--- src/hdl/uplink_harq_process_table_macros.svh ---
// Assertion macros shared by the HARQ process table modules.
`ifndef UPLINK_HARQ_PROCESS_TABLE_MACROS_SVH
`define UPLINK_HARQ_PROCESS_TABLE_MACROS_SVH

// Condition must hold at every clock edge out of reset.
`define UHPT_ASSERT_ALWAYS(lbl, cond, msg) \
  lbl: assert property (@(posedge clk_i) disable iff (!rst_ni) (cond)) else $error(msg);

// Consequent must hold in the cycle after the antecedent.
`define UHPT_ASSERT_NEXT(lbl, ante, cons, msg) \
  lbl: assert property (@(posedge clk_i) disable iff (!rst_ni) (ante) |=> (cons)) \
    else $error(msg);

`endif

--- src/hdl/uhpt_pkg.sv ---
// Shared types, codes and tables of the uplink HARQ process table.
package uhpt_pkg;

  localparam int PROC_W = 3;
  localparam int CFG_AW = 3;

  // actions
  localparam logic [2:0] ACT_ALLOC     = 3'd0;
  localparam logic [2:0] ACT_NEW_TX    = 3'd1;
  localparam logic [2:0] ACT_RETX      = 3'd2;
  localparam logic [2:0] ACT_CRC_PASS  = 3'd3;
  localparam logic [2:0] ACT_CRC_FAIL  = 3'd4;
  localparam logic [2:0] ACT_MSG3_PASS = 3'd5;
  localparam logic [2:0] ACT_RELEASE   = 3'd6;
  localparam logic [2:0] ACT_QUERY     = 3'd7;

  // result status
  localparam logic [1:0] ST_OK       = 2'd0;
  localparam logic [1:0] ST_NO_FREE  = 2'd1;
  localparam logic [1:0] ST_NO_MATCH = 2'd2;

  // register word index
  localparam logic CFG_IDX_MAX_RETX = 1'b0;

  typedef struct packed {
    logic load;   // latch a new item
    logic step;   // one busy-list search step
    logic apply;  // update table state
    logic emit;   // load the output register
  } uhpt_cmd_t;

  typedef struct packed {
    logic search_done;
    logic out_free;
  } uhpt_stat_t;

  // RV index -> redundancy version
  function automatic logic [1:0] rv_of_idx(input logic [1:0] idx);
    logic [1:0] rv;
    case (idx)
      2'd0:    rv = 2'd0;
      2'd1:    rv = 2'd2;
      2'd2:    rv = 2'd3;
      2'd3:    rv = 2'd1;
      default: rv = 2'd0;
    endcase
    return rv;
  endfunction

  // redundancy version -> RV index
  function automatic logic [1:0] idx_of_rv(input logic [1:0] rv);
    logic [1:0] idx;
    case (rv)
      2'd0:    idx = 2'd0;
      2'd1:    idx = 2'd3;
      2'd2:    idx = 2'd1;
      2'd3:    idx = 2'd2;
      default: idx = 2'd0;
    endcase
    return idx;
  endfunction

endpackage

--- src/hdl/uhpt_ctrl.sv ---
// Controller state machine of the HARQ process table.
`include "uplink_harq_process_table_macros.svh"

module uhpt_ctrl
  import uhpt_pkg::*;
(
  input  logic       clk_i,
  input  logic       rst_ni,
  input  logic       in_valid_i,
  output logic       in_ready_o,
  input  uhpt_stat_t stat_i,
  output uhpt_cmd_t  cmd_o
);

  localparam logic [1:0] S_IDLE   = 2'd0;
  localparam logic [1:0] S_SEARCH = 2'd1;
  localparam logic [1:0] S_APPLY  = 2'd2;
  localparam logic [1:0] S_EMIT   = 2'd3;

  logic [1:0] state_q, state_d;

  assign in_ready_o = (state_q == S_IDLE);

  always_comb begin
    cmd_o.load  = in_valid_i && (state_q == S_IDLE);
    cmd_o.step  = (state_q == S_SEARCH);
    cmd_o.apply = (state_q == S_APPLY);
    cmd_o.emit  = (state_q == S_EMIT) && stat_i.out_free;
  end

  always_comb begin
    state_d = state_q;
    case (state_q)
      S_IDLE: begin
        if (in_valid_i) state_d = S_SEARCH;
      end
      S_SEARCH: begin
        if (stat_i.search_done) state_d = S_APPLY;
      end
      S_APPLY: begin
        state_d = S_EMIT;
      end
      S_EMIT: begin
        if (stat_i.out_free) state_d = S_IDLE;
      end
      default: begin
        state_d = S_IDLE;
      end
    endcase
  end

  always_ff @(posedge clk_i or negedge rst_ni) begin
    if (!rst_ni) begin
      state_q <= S_IDLE;
    end else begin
      state_q <= state_d;
    end
  end

  `UHPT_ASSERT_ALWAYS(a_one_cmd, $onehot0({cmd_o.load, cmd_o.step, cmd_o.apply, cmd_o.emit}), "more than one datapath command")
  `UHPT_ASSERT_NEXT(a_search_to_apply, (state_q == S_SEARCH) && stat_i.search_done, state_q == S_APPLY, "search end not followed by apply")

endmodule

--- src/hdl/uhpt_dp.sv ---
// Datapath of the HARQ process table: queues, per-process state, result register.
`include "uplink_harq_process_table_macros.svh"

module uhpt_dp
  import uhpt_pkg::*;
#(
  parameter int NUM_PROCS = 8
) (
  input  logic        clk_i,
  input  logic        rst_ni,
  input  uhpt_cmd_t   cmd_i,
  output uhpt_stat_t  stat_o,
  input  logic [4:0]  max_retx_i,
  input  logic [2:0]  action_i,
  input  logic [2:0]  proc_id_i,
  input  logic [9:0]  frame_number_i,
  input  logic [7:0]  slot_number_i,
  input  logic        rv_present_i,
  input  logic [1:0]  rv_value_i,
  input  logic        out_ready_i,
  output logic        out_valid_o,
  output logic [1:0]  status_o,
  output logic [2:0]  proc_out_o,
  output logic        ndi_o,
  output logic [4:0]  remaining_tx_o,
  output logic [1:0]  redundancy_version_o,
  output logic        crc_ok_o,
  output logic        phy_rv_valid_o,
  output logic [1:0]  phy_rv_idx_o,
  output logic [3:0]  free_procs_o
);

  localparam int IDW = (NUM_PROCS > 1) ? $clog2(NUM_PROCS) : 1;
  localparam int CW  = $clog2(NUM_PROCS + 1);
  localparam int PW  = (IDW > PROC_W) ? IDW : PROC_W;
  localparam logic [CW-1:0] NP_CNT = CW'(NUM_PROCS);
  localparam logic [PW:0]   NP_EXT = (PW + 1)'(NUM_PROCS);

  // latched item
  logic [2:0]    action_q;
  logic [PW-1:0] proc_q;
  logic [9:0]    frame_q;
  logic [7:0]    slot_q;
  logic          rv_pres_q;
  logic [1:0]    rv_val_q;

  // search
  logic [CW-1:0] idx_q;
  logic          hit_q;

  // queues
  logic [IDW-1:0] free_q [NUM_PROCS];
  logic [CW-1:0]  free_cnt_q;
  logic [IDW-1:0] busy_q [NUM_PROCS];
  logic [CW-1:0]  busy_cnt_q;

  // per-process state
  logic           ndi_q   [NUM_PROCS];
  logic [4:0]     tx_q    [NUM_PROCS];
  logic [1:0]     rvi_q   [NUM_PROCS];
  logic           crc_q   [NUM_PROCS];
  logic           prf_q   [NUM_PROCS];
  logic [1:0]     prs_q   [NUM_PROCS];
  logic [9:0]     sfrm_q  [NUM_PROCS];
  logic [7:0]     sslot_q [NUM_PROCS];

  logic [1:0]    res_status_q;
  logic          out_valid_q;

  logic [IDW-1:0] busy_entry, proc_idx, free_head;
  logic           in_list, is_time, is_rel, need_search, proc_ok;
  logic           match_time, match_id, hit_now, alloc_ok, rel_ok;

  assign busy_entry  = busy_q[idx_q[IDW-1:0]];
  assign proc_idx    = proc_q[IDW-1:0];
  assign free_head   = free_q[0];
  assign in_list     = idx_q < busy_cnt_q;
  assign is_time     = (action_q == ACT_CRC_PASS) || (action_q == ACT_CRC_FAIL);
  assign is_rel      = (action_q == ACT_RELEASE);
  assign need_search = is_time || is_rel;
  assign proc_ok     = {1'b0, proc_q} < NP_EXT;
  assign match_time  = (sfrm_q[busy_entry] == frame_q) && (sslot_q[busy_entry] == slot_q);
  assign match_id    = proc_ok && (busy_entry == proc_idx);
  assign hit_now     = need_search && in_list && (is_time ? match_time : match_id);
  assign alloc_ok    = (free_cnt_q != '0) && (busy_cnt_q < NP_CNT);
  assign rel_ok      = hit_q && (free_cnt_q < NP_CNT);

  assign stat_o.search_done = !need_search || !in_list || hit_now;
  assign stat_o.out_free    = !out_valid_q || out_ready_i;
  assign out_valid_o        = out_valid_q;

  // item, search key and other payload storage
  always_ff @(posedge clk_i) begin
    if (cmd_i.load) begin
      action_q  <= action_i;
      proc_q    <= PW'(proc_id_i);
      frame_q   <= frame_number_i;
      slot_q    <= slot_number_i;
      rv_pres_q <= rv_present_i;
      rv_val_q  <= rv_value_i;
    end else if (cmd_i.step && hit_now && is_time) begin
      proc_q <= PW'(busy_entry);
    end else if (cmd_i.apply && (action_q == ACT_ALLOC) && alloc_ok) begin
      proc_q <= PW'(free_head);
      busy_q[busy_cnt_q[IDW-1:0]] <= free_head;
      sfrm_q[free_head]  <= frame_q;
      sslot_q[free_head] <= slot_q;
    end else if (cmd_i.apply && is_rel && rel_ok) begin
      // close up the busy list over the removed entry
      for (int i = 0; i < NUM_PROCS - 1; i++) begin
        if (CW'(i) >= idx_q) busy_q[i] <= busy_q[i + 1];
      end
    end
  end

  // control and per-process state
  always_ff @(posedge clk_i or negedge rst_ni) begin
    if (!rst_ni) begin
      idx_q        <= '0;
      hit_q        <= 1'b0;
      free_cnt_q   <= NP_CNT;
      busy_cnt_q   <= '0;
      res_status_q <= ST_OK;
      for (int i = 0; i < NUM_PROCS; i++) begin
        free_q[i] <= IDW'(i);
        ndi_q[i]  <= 1'b0;
        tx_q[i]   <= '0;
        rvi_q[i]  <= '0;
        crc_q[i]  <= 1'b0;
        prf_q[i]  <= 1'b0;
        prs_q[i]  <= '0;
      end
    end else if (cmd_i.load) begin
      idx_q <= '0;
      hit_q <= 1'b0;
    end else if (cmd_i.step) begin
      if (hit_now) begin
        hit_q <= 1'b1;
      end else if (need_search && in_list) begin
        idx_q <= idx_q + 1'b1;
      end
    end else if (cmd_i.apply) begin
      res_status_q <= ST_OK;
      case (action_q)
        ACT_ALLOC: begin
          if (alloc_ok) begin
            for (int i = 0; i < NUM_PROCS - 1; i++) begin
              free_q[i] <= free_q[i + 1];
            end
            free_cnt_q <= free_cnt_q - 1'b1;
            busy_cnt_q <= busy_cnt_q + 1'b1;
          end else begin
            res_status_q <= ST_NO_FREE;
          end
        end
        ACT_NEW_TX: begin
          if (proc_ok) begin
            ndi_q[proc_idx] <= !ndi_q[proc_idx];
            tx_q[proc_idx]  <= max_retx_i;
            crc_q[proc_idx] <= 1'b0;
            rvi_q[proc_idx] <= '0;
            prf_q[proc_idx] <= 1'b0;
          end
        end
        ACT_RETX: begin
          if (proc_ok) begin
            if (tx_q[proc_idx] != '0) tx_q[proc_idx] <= tx_q[proc_idx] - 1'b1;
            rvi_q[proc_idx] <= rvi_q[proc_idx] + 1'b1;
            prf_q[proc_idx] <= 1'b0;
          end
        end
        ACT_CRC_PASS: begin
          if (hit_q) crc_q[proc_idx] <= 1'b1;
          else res_status_q <= ST_NO_MATCH;
        end
        ACT_CRC_FAIL: begin
          if (hit_q) begin
            prf_q[proc_idx] <= rv_pres_q;
            if (rv_pres_q) prs_q[proc_idx] <= idx_of_rv(rv_val_q);
          end else begin
            res_status_q <= ST_NO_MATCH;
          end
        end
        ACT_MSG3_PASS: begin
          if (proc_ok) begin
            crc_q[proc_idx] <= 1'b1;
            tx_q[proc_idx]  <= '0;
          end
        end
        ACT_RELEASE: begin
          if (rel_ok) begin
            tx_q[proc_idx] <= '0;
            free_q[free_cnt_q[IDW-1:0]] <= proc_idx;
            free_cnt_q <= free_cnt_q + 1'b1;
            busy_cnt_q <= busy_cnt_q - 1'b1;
          end
        end
        default: begin
        end
      endcase
    end
  end

  // output register
  always_ff @(posedge clk_i or negedge rst_ni) begin
    if (!rst_ni) begin
      out_valid_q <= 1'b0;
    end else if (cmd_i.emit) begin
      out_valid_q <= 1'b1;
    end else if (out_ready_i) begin
      out_valid_q <= 1'b0;
    end
  end

  always_ff @(posedge clk_i) begin
    if (cmd_i.emit) begin
      status_o             <= res_status_q;
      free_procs_o         <= 4'(free_cnt_q);
      proc_out_o           <= '0;
      ndi_o                <= 1'b0;
      remaining_tx_o       <= '0;
      redundancy_version_o <= '0;
      crc_ok_o             <= 1'b0;
      phy_rv_valid_o       <= 1'b0;
      phy_rv_idx_o         <= '0;
      if (res_status_q == ST_OK) begin
        proc_out_o <= proc_q[PROC_W-1:0];
        if (proc_ok) begin
          ndi_o                <= ndi_q[proc_idx];
          remaining_tx_o       <= tx_q[proc_idx];
          redundancy_version_o <= rv_of_idx(rvi_q[proc_idx]);
          crc_ok_o             <= crc_q[proc_idx];
          phy_rv_valid_o       <= prf_q[proc_idx];
          phy_rv_idx_o         <= prs_q[proc_idx];
        end
      end
    end
  end

  `UHPT_ASSERT_ALWAYS(a_count_sum, free_cnt_q + busy_cnt_q == NUM_PROCS, "free and busy counts do not add up")
  `UHPT_ASSERT_ALWAYS(a_free_bound, free_cnt_q <= NP_CNT, "free count above process count")
  `UHPT_ASSERT_NEXT(a_alloc_grows, cmd_i.apply && (action_q == ACT_ALLOC) && alloc_ok, busy_cnt_q == $past(busy_cnt_q) + 1'b1, "allocate did not grow busy list")

endmodule

--- src/hdl/uplink_harq_process_table.sv ---
// Top level of the uplink HARQ process table: register port, controller, datapath.
//
// Uplink HARQ process table. Holds NUM_PROCS processes, a FIFO of free process
// ids and a busy list kept in allocation order. Each input item is one action
// (allocate, new tx, retx, crc pass, crc fail, msg3 pass, release, query) and
// yields exactly one result item carrying the process state after the action
// and the free count. Items are handled one at a time. An item that allocates
// or addresses a process directly goes through one search, one update and one
// output step, which loads the result register. Crc pass, crc fail and release
// walk the busy list one entry per cycle in the search step, plus one more step
// when the walk runs off the end of the list without a match. Removal on release
// closes the list in the single update step. A new item is taken as soon as the
// previous one has been written into the output register, even if that result
// is still waiting for out_ready_i.
// max_retx (reset 3) sits at byte address 0 of the APB-style port; write it
// only while the table is idle. Failed allocate and failed time match report
// zeros for all process fields; an id at or above NUM_PROCS is ignored and
// echoed.
module uplink_harq_process_table
  import uhpt_pkg::*;
#(
  parameter int NUM_PROCS = 8
) (
  input  logic              clk_i,
  input  logic              rst_ni,
  // configuration
  input  logic              psel,
  input  logic              penable,
  input  logic              pwrite,
  input  logic [CFG_AW-1:0] paddr,
  input  logic [31:0]       pwdata,
  output logic [31:0]       prdata,
  output logic              pready,
  // action channel
  input  logic              in_valid_i,
  output logic              in_ready_o,
  input  logic [2:0]        action_i,
  input  logic [2:0]        proc_id_i,
  input  logic [9:0]        frame_number_i,
  input  logic [7:0]        slot_number_i,
  input  logic              rv_present_i,
  input  logic [1:0]        rv_value_i,
  // result channel
  output logic              out_valid_o,
  input  logic              out_ready_i,
  output logic [1:0]        status_o,
  output logic [2:0]        proc_out_o,
  output logic              ndi_o,
  output logic [4:0]        remaining_tx_o,
  output logic [1:0]        redundancy_version_o,
  output logic              crc_ok_o,
  output logic              phy_rv_valid_o,
  output logic [1:0]        phy_rv_idx_o,
  output logic [3:0]        free_procs_o
);

  logic [4:0] max_retx_q;
  logic       reg_hit;
  uhpt_cmd_t  cmd;
  uhpt_stat_t stat;

  // word address decode; only word 0 exists
  assign reg_hit = (paddr[CFG_AW-1] == CFG_IDX_MAX_RETX);
  assign pready  = 1'b1;
  assign prdata  = reg_hit ? {27'd0, max_retx_q} : 32'd0;

  always_ff @(posedge clk_i or negedge rst_ni) begin
    if (!rst_ni) begin
      max_retx_q <= 5'd3;
    end else if (psel && penable && pwrite && pready && reg_hit) begin
      max_retx_q <= pwdata[4:0];
    end
  end

  uhpt_ctrl u_ctrl (
    .clk_i      (clk_i),
    .rst_ni     (rst_ni),
    .in_valid_i (in_valid_i),
    .in_ready_o (in_ready_o),
    .stat_i     (stat),
    .cmd_o      (cmd)
  );

  uhpt_dp #(
    .NUM_PROCS (NUM_PROCS)
  ) u_dp (
    .clk_i                (clk_i),
    .rst_ni               (rst_ni),
    .cmd_i                (cmd),
    .stat_o               (stat),
    .max_retx_i           (max_retx_q),
    .action_i             (action_i),
    .proc_id_i            (proc_id_i),
    .frame_number_i       (frame_number_i),
    .slot_number_i        (slot_number_i),
    .rv_present_i         (rv_present_i),
    .rv_value_i           (rv_value_i),
    .out_ready_i          (out_ready_i),
    .out_valid_o          (out_valid_o),
    .status_o             (status_o),
    .proc_out_o           (proc_out_o),
    .ndi_o                (ndi_o),
    .remaining_tx_o       (remaining_tx_o),
    .redundancy_version_o (redundancy_version_o),
    .crc_ok_o             (crc_ok_o),
    .phy_rv_valid_o       (phy_rv_valid_o),
    .phy_rv_idx_o         (phy_rv_idx_o),
    .free_procs_o         (free_procs_o)
  );

endmodule

--- config.mk ---
export PLATFORM = sky130hd
export DESIGN_NAME = uplink_harq_process_table
export DESIGN_NICKNAME = d
export VERILOG_FILES = /design/src/hdl/uhpt_pkg.sv /design/src/hdl/uhpt_ctrl.sv /design/src/hdl/uhpt_dp.sv /design/src/hdl/uplink_harq_process_table.sv
export VERILOG_INCLUDE_DIRS = /design/src /design/src/hdl
export SDC_FILE = /design/constraint.sdc
export NUM_CORES = 1
export LEC_CHECK = 0
export ABC_AREA = 1
export BUFFER_PORTS_ARGS = -buffer_cell sky130_fd_sc_hd__buf_2
export CAP_MARGIN = 15
export CELL_PAD_IN_SITES_DETAIL_PLACEMENT = 0
export CELL_PAD_IN_SITES_GLOBAL_PLACEMENT = 1
export CORE_ASPECT_RATIO = 1.5
export CORE_MARGIN = 1
export CORE_UTILIZATION = 44
export CTS_BUF_LIST = sky130_fd_sc_hd__clkbuf_4
export CTS_CLUSTER_SIZE = 30
export DETAILED_ROUTE_END_ITERATION = 8
export PLACE_DENSITY_LB_ADDON = 0.1
export SETUP_SLACK_MARGIN = 0.5
export SLEW_MARGIN = 20
export SYNTH_ARGS = -nofsm -noshare
export SYNTH_HDL_FRONTEND = slang
export SYNTH_SLANG_ARGS = --single-unit
--- constraint.sdc ---
create_clock -name clk_i -period 2.8 [get_ports clk_i]
set_input_delay 0.28 -clock clk_i [delete_from_list [all_inputs] [get_ports clk_i]]
set_output_delay 0.28 -clock clk_i [all_outputs]
set_load 0.05 [all_outputs]
### Yosys cells after proc, flatten, opt, wreduce, memory -nomap -nowiden

Memory sizes are Yosys's and may differ from the RTL's.
Cells that the tools add are included.

* output and inout bits: 56
* logic and storage cells: 330
* memories: 3
* flip-flop bits (word level): 191
* RAM bits: 168
* input port bits: 69

* reduce and logical (&&, ||, !) cells: 59
* order comparisons: 14
* equality and inequality tests: 27
* $add $sub $neg: 7
* bitwise operators: 13
* muxes and demuxes: 128

Memories
* u_dp.sfrm_q: depth 8, width 10, read ports 1, clocked after memory_dff 0, write ports 1, RTL line uhpt_dp.sv:64 `logic [9:0] sfrm_q [NUM_PROCS];`
* u_dp.sslot_q: depth 8, width 8, read ports 1, clocked after memory_dff 0, write ports 1, RTL line uhpt_dp.sv:65 `logic [7:0] sslot_q [NUM_PROCS];`
* u_dp.busy_q: depth 8, width 3, read ports 8, clocked after memory_dff 0, write ports 7, RTL line uhpt_dp.sv:54 `logic [IDW-1:0] busy_q [NUM_PROCS];`

Operators by type and width (count)
* 40-bit case mux with 4 select lines: 1
* 40-bit bitwise mux: 2
* 40-bit two-way mux: 2
* 1-bit two-way mux: 61
* 21-bit case mux with 2 select lines: 1
* 40-bit bitwise AND: 1
* 40-bit inverter: 1
* 16-bit bitwise mux: 2
* 4-bit two-way mux: 8
* 16-bit case mux with 2 select lines: 1
* 2-bit two-way mux: 15
* 24-bit bitwise mux: 1
* 24-bit two-way mux: 1
* 2-bit case mux with 4 select lines: 3
* 8-bit case mux with 3 select lines: 1
* 21-bit two-way mux: 1
* 5-bit two-way mux: 4
* 1-bit logical AND: 18
* 3-bit two-way mux: 6
* 6-bit AND reduction: 3
* 16-bit bitwise AND: 1
* 8-bit bitwise AND: 2
* 8-bit bitwise mux: 2
* 8-bit two-way mux: 2
* 50 further kinds: 108

### Depth between registers and ports, before layout

Gate-level depths: netlist (run 1).
An unclocked memory read counts as a cell.

* depth in word-level cells: 13
* gate-level depth with buffers: 24
* depth with buffers taken out: 23

### Hierarchy

Synthesis (run 1) repeated with hierarchy kept, for this count alone.

* cell total of the unflattened synthesis: 1815
* area total of the unflattened synthesis: 17320.4 sq um

By module, submodules not included
* uhpt_dp: area each 16634.7 sq um, cells an instance 1722, instances 1
* uplink_harq_process_table: area each 479.2 sq um, cells an instance 65, instances 1
* uhpt_ctrl: area each 206.4 sq um, cells an instance 28, instances 1

### Least setup slack after synthesis (run 1)

No wires, ideal clock.

* path kind: register to register
* start: register u_ctrl.state_q[0]
* end: memory u_dp.sfrm_q[0][0] (enable)
* buffers on the path: 1
* data arrival time: 2.870 ns
* setup time: 0.416 ns
* cell stages (with the launch flop): 9
* setup slack: -0.486 ns
* period minus slack after synthesis: 3.286 ns
* cells stage by stage: dfrtp_1 -> inv_1 -> ha_1 -> nand2_1 -> buf_1 -> nand2_1 -> inv_1 -> nand2_1 -> nor3_1

* elaborated cells between the ends (all ways): 12
* those cells by class: 2 x eq/ne; 4 x mux; 6 x reduce/logical

RTL lines
* start, declared: RTL line uhpt_ctrl.sv:20 `logic [1:0] state_q, state_d;`
* start signal, assigned: RTL line uhpt_ctrl.sv:56 `state_q <= state_d;`
* 2-bit logical NOT
* via in_ready_o: RTL line uplink_harq_process_table.sv:36 `output logic in_ready_o,`
* 1-bit logical AND: RTL line uhpt_ctrl.sv:25 `cmd_o.load = in_valid_i && (state_q == S_IDLE);`
* 1-bit two-way mux: RTL line uhpt_dp.sv:94 `if (cmd_i.load) begin`
* 1-bit two-way mux (not written as such): RTL line uhpt_dp.sv:106 `sfrm_q[free_head] <= frame_q;`
* end, declared: RTL line uhpt_dp.sv:64

The timed path passes the listed nets, and every way through them passes these cells.

### Worst setup path after layout (run 1)

* start: register u_dp.idx_q[0]
* end: register u_dp.proc_q[0] (netlist: u_dp.proc_idx[0]), data pin

* cells in the longest elaborated chain, start to end: 10
* elaborated cells between the ends (all ways): 15
* those cells by class: 1 x order compare; 3 x eq/ne; 3 x mux; 5 x reduce/logical; 3 x memory

RTL lines
* start, declared: RTL line uhpt_dp.sv:48 `logic [CW-1:0] idx_q;`
* start signal, assigned: RTL line uhpt_dp.sv:140 `idx_q <= idx_q + 1'b1;`
* memory read 8 x 3 bit
* memory read 8 x 10 bit / memory read 8 x 8 bit (equally long branches)
* 10-bit equality test / 8-bit equality test (equally long branches): RTL line uhpt_dp.sv:82 `assign match_time = (sfrm_q[busy_entry] == frame_q) && (sslot_q[busy_entry] == slot_q);`
* 1-bit logical AND: RTL line uhpt_dp.sv:82
* 1-bit two-way mux: RTL line uhpt_dp.sv:84 `assign hit_now = need_search && in_list && (is_time ? match_time : match_id);`
* 1-bit logical AND: RTL line uhpt_dp.sv:84
* 1-bit logical AND (2 in series): RTL line uhpt_dp.sv:101 `end else if (cmd_i.step && hit_now && is_time) begin`
* 3-bit two-way mux (*): RTL line uhpt_dp.sv:101
* 3-bit two-way mux (*): RTL line uhpt_dp.sv:94
* end signal, assigned: RTL line uhpt_dp.sv:96 `proc_q <= PW'(proc_id_i);`
* end signal, assigned: RTL line uhpt_dp.sv:102 `proc_q <= PW'(busy_entry);`
* end signal, assigned: RTL line uhpt_dp.sv:104 `proc_q <= PW'(free_head);`
* end, declared: RTL line uhpt_dp.sv:41 `logic [PW-1:0] proc_q;`

Every way passes the cells marked *; elsewhere a longest branch is shown, timed or not.
A chain may end at the register's enable or synchronous reset.

==> metrics.txt, run 1 <==
# TYPE chip_impl_metric gauge
chip_impl_metric{name="setup-violations-final",unit=""} 15
chip_impl_metric{name="final_layout_size_suffix_gt1_frac",unit=""} 0.357
chip_impl_info{name="timing.critical_path.from_type",value="flip-flop"} 1
chip_impl_metric{name="number_of_antenna_violating_nets_in_the_routed_design",unit=""} 0
chip_impl_metric{name="synth_xor_xnor_area_share",unit=""} 0.00611
chip_impl_metric{name="worst_skew_pair.late_latency",unit="ns"} 0.81
chip_impl_metric{name="number_of_global_route_vias_before_repair",unit=""} 14700
chip_impl_metric{name="final_cell_area",unit="mm^2"} 0.0239
chip_impl_metric{name="grt_antenna_before_repair",unit=""} 2
chip_impl_metric{name="synthesis.area",unit="mm^2"} 0.0172
chip_impl_metric{name="clock_skew",unit="ns"} 0.0508
chip_impl_metric{name="grt_start_max_net_pins",unit=""} 71
chip_impl_metric{name="fin_hold_ws",unit="ns"} 0.180
chip_impl_metric{name="max_slew_margin",unit=""} 0.539
chip_impl_metric{name="crit_fanout",unit=""} 6
chip_impl_metric{name="remaining_design_rule_violation_count",unit=""} 0
chip_impl_info{name="commonest_non_fill_non_tap_cell_in_the_layout",value="sky130_fd_sc_hd__nand2_1"} 1
chip_impl_metric{name="clk_transition_reported_paths",unit="ns"} 0.08
chip_impl_metric{name="power-per-cell-area",unit="mW/mm^2"} 1050
chip_impl_info{name="regToRegStartpoint",value="u_dp.idx_q[0]"} 1
chip_impl_metric{name="synthAdderAreaFrac",unit=""} 0.0183
chip_impl_metric{name="die_w",unit="um"} 163
chip_impl_metric{name="synth_cells",unit=""} 1803
chip_impl_metric{name="cts_htree_levels",unit=""} 3
chip_impl_metric{name="cts_made_buffers",unit=""} 90
chip_impl_metric{name="routed_vias_inst",unit=""} 5.38
chip_impl_metric{name="gp_congestion",unit=""} 0.829
chip_impl_metric{name="p_leak",unit="nW"} 9.95
chip_impl_metric{name="number_of_distinct_standard_cells_referenced_by_the_synthesized_netlist",unit=""} 54
chip_impl_metric{name="wire_length_of_the_first_global_routing_pass",unit="um"} 80000
chip_impl_metric{name="setup-tns-final",unit="ns"} -1.76
chip_impl_metric{name="detail_route.wl_per_cell",unit="um"} 19.7
chip_impl_info{name="violations",value="setup timing"} 1
chip_impl_metric{name="post_synth_simple_gate_area",unit=""} 0.195
chip_impl_metric{name="clkSinkCount",unit=""} 359
chip_impl_metric{name="placedInstanceArea",unit="mm^2"} 0.0196
chip_impl_info{name="hold_path.startpoint",value="slot_number_i[1]"} 1
chip_impl_metric{name="setup_slack",unit="ns"} -0.184
chip_impl_metric{name="vias",unit=""} 14800
chip_impl_info{name="path_cells",value="buf_6 > nand2_1 > nand3_2 > nand2_4 > nand2_8 > buf_12 > clkbuf_16 > nand3_2 > nand3_1 > nand3_2 > nand2_2 > nand2_2 > nand2_2 > nor2_2 > nand2_1 > nor2_2 > nand3_2 > nand2_2 > nand3_4 > inv_4 > nand2_2 > nand3_2 > nand2_1"} 1
chip_impl_metric{name="design.die.area",unit="mm^2"} 0.0399
chip_impl_metric{name="drv.max_cap_violation_count",unit=""} 0
chip_impl_metric{name="first_iter_violations",unit=""} 799
chip_impl_metric{name="report.power.total",unit="mW"} 25.1
chip_impl_metric{name="fin_crit",unit="ns"} 2.98
chip_impl_metric{name="clk_path_buf_depth",unit=""} 3
chip_impl_info{name="dominantRegCellSynth",value="sky130_fd_sc_hd__edfxtp_1"} 1
chip_impl_metric{name="layout.nets",unit=""} 2278
chip_impl_info{name="critical_path_start_end_classification",value="reg2reg"} 1
chip_impl_metric{name="numPlacedInstances",unit=""} 2463
chip_impl_info{name="cts.root.buffer_cell",value="sky130_fd_sc_hd__clkbuf_4"} 1
chip_impl_info{name="combinational_family_with_the_most_area_after_synthesis",value="simple AND/OR/NAND/NOR gates"} 1
chip_impl_metric{name="avgSynthCellArea",unit="um^2"} 9.54
chip_impl_metric{name="die_y",unit="um"} 244
chip_impl_info{name="critPathLaunch",value="u_dp.idx_q[0]"} 1
chip_impl_metric{name="remaining_overflow_grt",unit=""} 0
chip_impl_metric{name="max_slew.worst_pin.slew",unit="ns"} 0.691
chip_impl_info{name="rsz0062_at_grt",value="yes"} 1
chip_impl_metric{name="core.rowCount",unit=""} 88
chip_impl_metric{name="syn_to_final_growth",unit="%"} 38.7
chip_impl_info{name="tritoncts_clock_tree",value="done"} 1
chip_impl_metric{name="synth_compound_gate_area_share",unit=""} 0.116
chip_impl_metric{name="cp_slowest_stage_delay",unit="ns"} 0.46
chip_impl_info{name="min_path_type",value="in2reg"} 1
chip_impl_metric{name="ir_worst_vdd",unit="mV"} 0.678
chip_impl_metric{name="synth-edff-count",unit=""} 216
chip_impl_metric{name="hpwl",unit="um"} 33300
chip_impl_metric{name="synth_warnings",unit=""} 0
chip_impl_metric{name="synthArstFlopShare",unit=""} 0.398
chip_impl_metric{name="initial_core_util",unit=""} 0.446
chip_impl_metric{name="ys_seq_area_frac",unit=""} 0.586
chip_impl_info{name="endpoint_kind",value="flip-flop"} 1
chip_impl_metric{name="first_pass_iters",unit=""} 4
chip_impl_metric{name="finalMaxSlewViolations",unit=""} 0
chip_impl_metric{name="port_buffers",unit=""} 67
chip_impl_metric{name="timing.critical_path.arrival",unit="ns"} 3.52
chip_impl_metric{name="fmax",unit="GHz"} 0.335
chip_impl_metric{name="final_min_period_over_clock_period",unit=""} 1.07
chip_impl_metric{name="hold_viol_final",unit=""} 0
chip_impl_metric{name="fin_cells",unit=""} 2756
chip_impl_metric{name="ys_seq_elements",unit=""} 359
chip_impl_info{name="run_status",value="complete, but fails checks"} 1
chip_impl_metric{name="multiplexer_share_of_the_synthesized_area",unit=""} 0.00495
chip_impl_metric{name="global_route_total_usage_across_every_layer",unit=""} 0.266
chip_impl_metric{name="ioPinCount",unit=""} 125
chip_impl_info{name="layout.cells.most_common_list",value="sky130_fd_sc_hd__nand2_1 (308), sky130_fd_sc_hd__edfxtp_1 (216), sky130_fd_sc_hd__nand3_1 (167)"} 1
chip_impl_metric{name="wl",unit="um"} 54200
chip_impl_info{name="slowest_stage",value="sky130_fd_sc_hd__dfrtp_2"} 1
chip_impl_metric{name="critical_path_required",unit="ns"} 3.33
chip_impl_metric{name="core-area",unit="mm^2"} 0.0385
## path summary, 6_finish.rpt
kind                       cells after the start  slack [ns]                 end
hold / removal                                 2        0.18      u_dp.slot_q[1]
setup / recovery                              23       -0.18    u_dp.proc_idx[0]
hold reg to reg                                1        0.48  u_dp.busy_cnt_q[3]
min in group asynchronous                      3        0.55       max_retx_q[1]
setup reg to reg                              23       -0.18    u_dp.proc_idx[0]
max in group asynchronous                      4        1.72      u_dp.free_q[6]
## synth_stat cells, types with 6 or more instances
cell type                   number  area, um^2
sky130_fd_sc_hd__dfstp_2        15         394
sky130_fd_sc_hd__edfxtp_1      216        6490
sky130_fd_sc_hd__ha_1           22         275
sky130_fd_sc_hd__o211ai_1       18         135
sky130_fd_sc_hd__buf_4          34         255
sky130_fd_sc_hd__buf_2          19        95.1
sky130_fd_sc_hd__a221oi_1       12         105
sky130_fd_sc_hd__a21oi_1        72         360
sky130_fd_sc_hd__nand2_1       370        1390
sky130_fd_sc_hd__inv_2          16        60.1
sky130_fd_sc_hd__nor3_1         13        65.1
sky130_fd_sc_hd__nand3_1       256        1280
sky130_fd_sc_hd__o2111ai_1       6        52.6
sky130_fd_sc_hd__o22ai_1        42         263
sky130_fd_sc_hd__inv_1         162         608
sky130_fd_sc_hd__nor2_1        118         443
sky130_fd_sc_hd__dfrtp_1       128        3200
sky130_fd_sc_hd__o21ai_0       151         756
sky130_fd_sc_hd__buf_6           8        90.1
sky130_fd_sc_hd__o21a_1         10        75.1
sky130_fd_sc_hd__clkbuf_1       31         116
sky130_fd_sc_hd__xor2_1          9        78.8
## routing by layer
| layer | GRT usage | part of all wire | vias up |
|---|---|---|---|
| li1 | - | - | 7039 |
| met1 | 0.295 | 0.38 | 7215 |
| met2 | 0.472 | 0.53 | 410 |
| met3 | 0.0465 | 0.039 | 155 |
| met4 | 0.156 | 0.055 | 0 |
| met5 | 0 | 0 | - |
## repair_timing
action / 4_1_cts / 5_1_grt
gates cloned: 11 / 8
setup buffers: 34 / 30
hold buffers: 42 / 0
setup endpoints to repair: 279 / 294
gates resized for setup: 239 / 218
endpoints found under the hold margin: 167 / 0
pin swaps: 60 / 76
## logic make-up (layout without fill, tap and decap cells)
| kind of cell | count (synthesis) | in the layout |
|---|---|---|
| AOI/OAI and AO/OA | 343 | 343 |
| xor gates and xnor gates | 12 | 12 |
| adders and majority gates | 24 | 24 |
| buffers and inverters | 275 | 702 |
| DFF | 359 | 359 |
| muxes | 8 | 8 |
| other | 2 | 31 |
| and+or+nand+nor | 780 | 782 |
## power by group
part / leakage, nW / internal, mW / total, mW / switching, mW
combinational: 5.56 / 5.52 / 13.2 / 7.68
clock: 0.656 / 2.11 / 4.34 / 2.23
sequential: 3.73 / 6.85 / 7.59 / 0.741
total: 9.95 / 14.5 / 25.1 / 10.7
## through the flow
step                utilization  worst slack [ns]
global route              0.619            -0.365
global placement          0.508            -0.210
CTS                       0.585            -0.153
finish                    0.619            -0.184
floorplan                     -             0.228
detailed placement        0.508            -0.259
## state kept, by name, summed over array words and instances (netlist names), 4 cells and up, named ones only
signal,count
u_dp.sfrm_q,80
u_dp.sslot_q,64
u_dp.tx_q,40
u_dp.busy_q,24
u_dp.free_q,21
u_dp.prs_q,16
u_dp.rvi_q,16
u_dp.frame_q,10
u_dp.ndi_q,8
u_dp.prf_q,8
u_dp.slot_q,8
max_retx_q,5
u_dp.remaining_tx_o,5
u_dp.busy_cnt_q,4
u_dp.free_cnt_q,4
u_dp.free_procs_o,4
u_dp.idx_q,4
## cell type report
class | instances | area (um^2)
Multi-Input combinational cell | 1197 | 7720
Inverter | 181 | 751
Timing Repair inverter | 1 | 7.51
Tap cell | 495 | 619
Clock inverter | 45 | 213
Timing Repair Buffer | 355 | 3560
Clock buffer | 120 | 901
Antenna cell | 3 | 7.51
Fill cell | 3275 | 14700
Sequential cell | 359 | 10100
## worst max-delay path: cells and delay by family (launching register included)
| family | cells | cell delay, ns |
|---|---|---|
| AND/OR/NAND/NOR | 19 | 1.69 |
| buffers and inverters | 4 | 0.56 |
| flip-flops | 1 | 0.46 |
(Power assumes the default switching activity.)
==> inputs of run 2 (changes only) <==
Settings changed: MAX_ROUTING_LAYER set to met4.
==> run 2 against run 1 <==
The flow still finishes with violations (setup timing). Final area is 0.94% higher. Via count is 0.16% lower. Hold slack better by 0.013 ns. Critical endpoint unchanged. Largest cell class unchanged. Largest power group unchanged.
==> metrics.txt, run 2 (synthesis results as in run 1) <==
# TYPE chip_impl_metric gauge
chip_impl_metric{name="grt_antenna_before_repair",unit=""} 1
chip_impl_metric{name="hold_viol_final",unit=""} 0
chip_impl_info{name="largest_registers",value="u_dp.sfrm_q: 80 flops, u_dp.sslot_q: 64 flops, u_dp.tx_q: 40 flops"} 1
chip_impl_metric{name="remaining_design_rule_violation_count",unit=""} 0
chip_impl_metric{name="final_layout_size_suffix_gt1_frac",unit=""} 0.367
chip_impl_info{name="timing.critical_path.from_type",value="flip-flop"} 1
chip_impl_metric{name="syn_to_final_growth",unit="%"} 40.0
chip_impl_metric{name="final_cell_area",unit="mm^2"} 0.0241
chip_impl_metric{name="p_leak",unit="nW"} 10.0
chip_impl_metric{name="design.die.area",unit="mm^2"} 0.0399
chip_impl_metric{name="drv.max_cap_violation_count",unit=""} 0
chip_impl_metric{name="n_fill_cell",unit=""} 3229
chip_impl_metric{name="finalMaxSlewViolations",unit=""} 0
chip_impl_metric{name="timing.critical_path.arrival",unit="ns"} 3.53
chip_impl_info{name="endpoint_kind",value="flip-flop"} 1
chip_impl_info{name="largest_register",value="u_dp.sfrm_q"} 1
chip_impl_metric{name="ir_worst_vdd",unit="mV"} 0.680
chip_impl_metric{name="ioPinCount",unit=""} 125
chip_impl_metric{name="clk_path_buf_depth",unit=""} 3
chip_impl_metric{name="largest_reg_flops",unit=""} 80
chip_impl_metric{name="wire_length_of_the_first_global_routing_pass",unit="um"} 80000
chip_impl_info{name="cts.root.buffer_cell",value="sky130_fd_sc_hd__clkbuf_4"} 1
chip_impl_metric{name="global_route_total_usage_across_every_layer",unit=""} 0.274
chip_impl_info{name="run_status",value="complete, but fails checks"} 1
chip_impl_metric{name="clkSinkCount",unit=""} 359
chip_impl_metric{name="critical_path_required",unit="ns"} 3.33
chip_impl_metric{name="port_buffers",unit=""} 67
chip_impl_metric{name="max_slew.worst_pin.slew",unit="ns"} 0.694
chip_impl_metric{name="die_y",unit="um"} 244
chip_impl_metric{name="wl",unit="um"} 54400
chip_impl_info{name="crit_path_frequent_cell",value="sky130_fd_sc_hd__nand2_2"} 1
chip_impl_metric{name="fin_crit",unit="ns"} 3.01
chip_impl_info{name="commonest_non_fill_non_tap_cell_in_the_layout",value="sky130_fd_sc_hd__nand2_1"} 1
chip_impl_metric{name="routed_vias_inst",unit=""} 5.36
chip_impl_metric{name="core-area",unit="mm^2"} 0.0385
chip_impl_info{name="rsz0062_at_grt",value="yes"} 1
chip_impl_metric{name="first_pass_iters",unit=""} 5
chip_impl_info{name="critical_path_start_end_classification",value="reg2reg"} 1
chip_impl_metric{name="detail_route.wl_per_cell",unit="um"} 19.7
chip_impl_metric{name="die_w",unit="um"} 163
chip_impl_metric{name="fmax",unit="GHz"} 0.333
chip_impl_metric{name="detailedPlace.worstSlack",unit="ns"} -0.259
chip_impl_metric{name="first_iter_violations",unit=""} 821
chip_impl_metric{name="clk_transition_reported_paths",unit="ns"} 0.07
chip_impl_metric{name="crit_fanout",unit=""} 6
chip_impl_metric{name="setup_slack",unit="ns"} -0.205
chip_impl_metric{name="placedInstanceArea",unit="mm^2"} 0.0196
chip_impl_metric{name="layout.nets",unit=""} 2284
chip_impl_metric{name="cp_slowest_stage_delay",unit="ns"} 0.47
chip_impl_metric{name="gp_congestion",unit=""} 0.843
chip_impl_info{name="path_cells",value="buf_6 > nand2_1 > nand3_2 > nand2_4 > nand2_8 > buf_6 > buf_4 > nand3_1 > nand3_1 > nand3_2 > nand2_2 > nand2_2 > nand2_2 > nor2_2 > nand2_1 > nor2_2 > nand3_2 > nand2_2 > nand3_4 > inv_4 > nand2_2 > nand3_2 > nand2_1"} 1
chip_impl_metric{name="clock_skew",unit="ns"} 0.0480
chip_impl_metric{name="initial_core_util",unit=""} 0.446
chip_impl_info{name="slowest_stage",value="sky130_fd_sc_hd__dfrtp_2"} 1
chip_impl_metric{name="grt_start_max_net_pins",unit=""} 71
chip_impl_info{name="layout.cells.most_common_list",value="sky130_fd_sc_hd__nand2_1 (303), sky130_fd_sc_hd__edfxtp_1 (216), sky130_fd_sc_hd__nand3_1 (153)"} 1
chip_impl_metric{name="final_min_period_over_clock_period",unit=""} 1.07
chip_impl_metric{name="power-per-cell-area",unit="mW/mm^2"} 1060
chip_impl_metric{name="cts_made_buffers",unit=""} 90
chip_impl_info{name="min_path_type",value="in2reg"} 1
chip_impl_metric{name="number_of_global_route_vias_before_repair",unit=""} 14700
chip_impl_metric{name="setup-violations-final",unit=""} 15
chip_impl_metric{name="hpwl",unit="um"} 33300
chip_impl_info{name="tritoncts_clock_tree",value="done"} 1
chip_impl_metric{name="cts_htree_levels",unit=""} 3
chip_impl_metric{name="vias",unit=""} 14800
chip_impl_metric{name="remaining_overflow_grt",unit=""} 0
chip_impl_info{name="violations",value="setup timing"} 1
chip_impl_metric{name="core.rowCount",unit=""} 88
chip_impl_metric{name="max_slew_margin",unit=""} 0.537
chip_impl_metric{name="worst_skew_pair.late_latency",unit="ns"} 0.80
chip_impl_metric{name="number_of_antenna_violating_nets_in_the_routed_design",unit=""} 0
-- run 2: path summary, 6_finish.rpt --
check	start	end	slack, ns	cells past startpoint
min in group asynchronous	rst_ni	max_retx_q[1]	0.56	3
setup / recovery	u_dp.idx_q[0]	u_dp.proc_idx[0]	-0.21	23
hold / removal	slot_number_i[1]	u_dp.slot_q[1]	0.19	2
setup reg to reg	u_dp.idx_q[0]	u_dp.proc_idx[0]	-0.21	23
hold reg to reg	u_dp.busy_cnt_q[3]	u_dp.busy_cnt_q[3]	0.48	1
max in group asynchronous	rst_ni	u_dp.free_q[6]	1.71	4
-- run 2: critical path, delay by kind of cell, from the launching register on --
| family | cells | cell delay (ns) |
|---|---|---|
| buffers and inverters | 4 | 0.52 |
| DFF | 1 | 0.47 |
| and+or+nand+nor | 19 | 1.74 |
-- run 2: power breakdown --
part / leakage, nW / switching, mW / internal [mW] / total, mW
clock network: 0.656 / 2.23 / 2.11 / 4.34
registers: 3.73 / 0.741 / 6.85 / 7.59
logic: 5.66 / 7.84 / 5.75 / 13.6
-- run 2: timing repair --
action,in CTS,in global routing
endpoints found under the setup margin,279,294
hold buffers,42,0
buffers inserted,34,34
cloned,11,10
gates resized for setup,239,244
pin swaps,60,76
endpoints found under the hold margin,167,0
-- run 2: layer usage --
metal / routed length, um / vias up / GRT usage
li1: - / 7045 / -
met2: 28700 / 410 / 0.471
met4: 3020 / 0 / 0.156
met1: 20200 / 7186 / 0.296
met3: 2480 / 155 / 0.0465
met5: 0 / - / -
-- run 2: layout make-up --
cell class	instances	area, um^2	share of cell area
Sequential cell	359	10100	0.419
Multi-Input combinational cell	1197	7850	0.326
Timing Repair Buffer	361	3650	0.152
Clock buffer	120	901	0.0374
Inverter	181	753	0.0313
Tap cell	495	619	0.0257
Clock inverter	45	213	0.00883
Timing Repair inverter	1	7.51	0.000312
Antenna cell	1	2.50	0.000104
-- run 2: metrics by stage --
step                hold slack [ns]  total power [mW]  cells  utilization  setup TNS (ns)
floorplan                   -0.0156              13.0   1829            -               0
global placement              0.231              16.9   2463        0.508           -2.58
detailed placement            0.227              17.0   2463        0.508           -3.22
CTS                           0.131              23.6   2715        0.585           -1.26
global route                  0.166              27.0   2760        0.625           -4.09
finish                        0.193              25.5   2760        0.625           -2.02
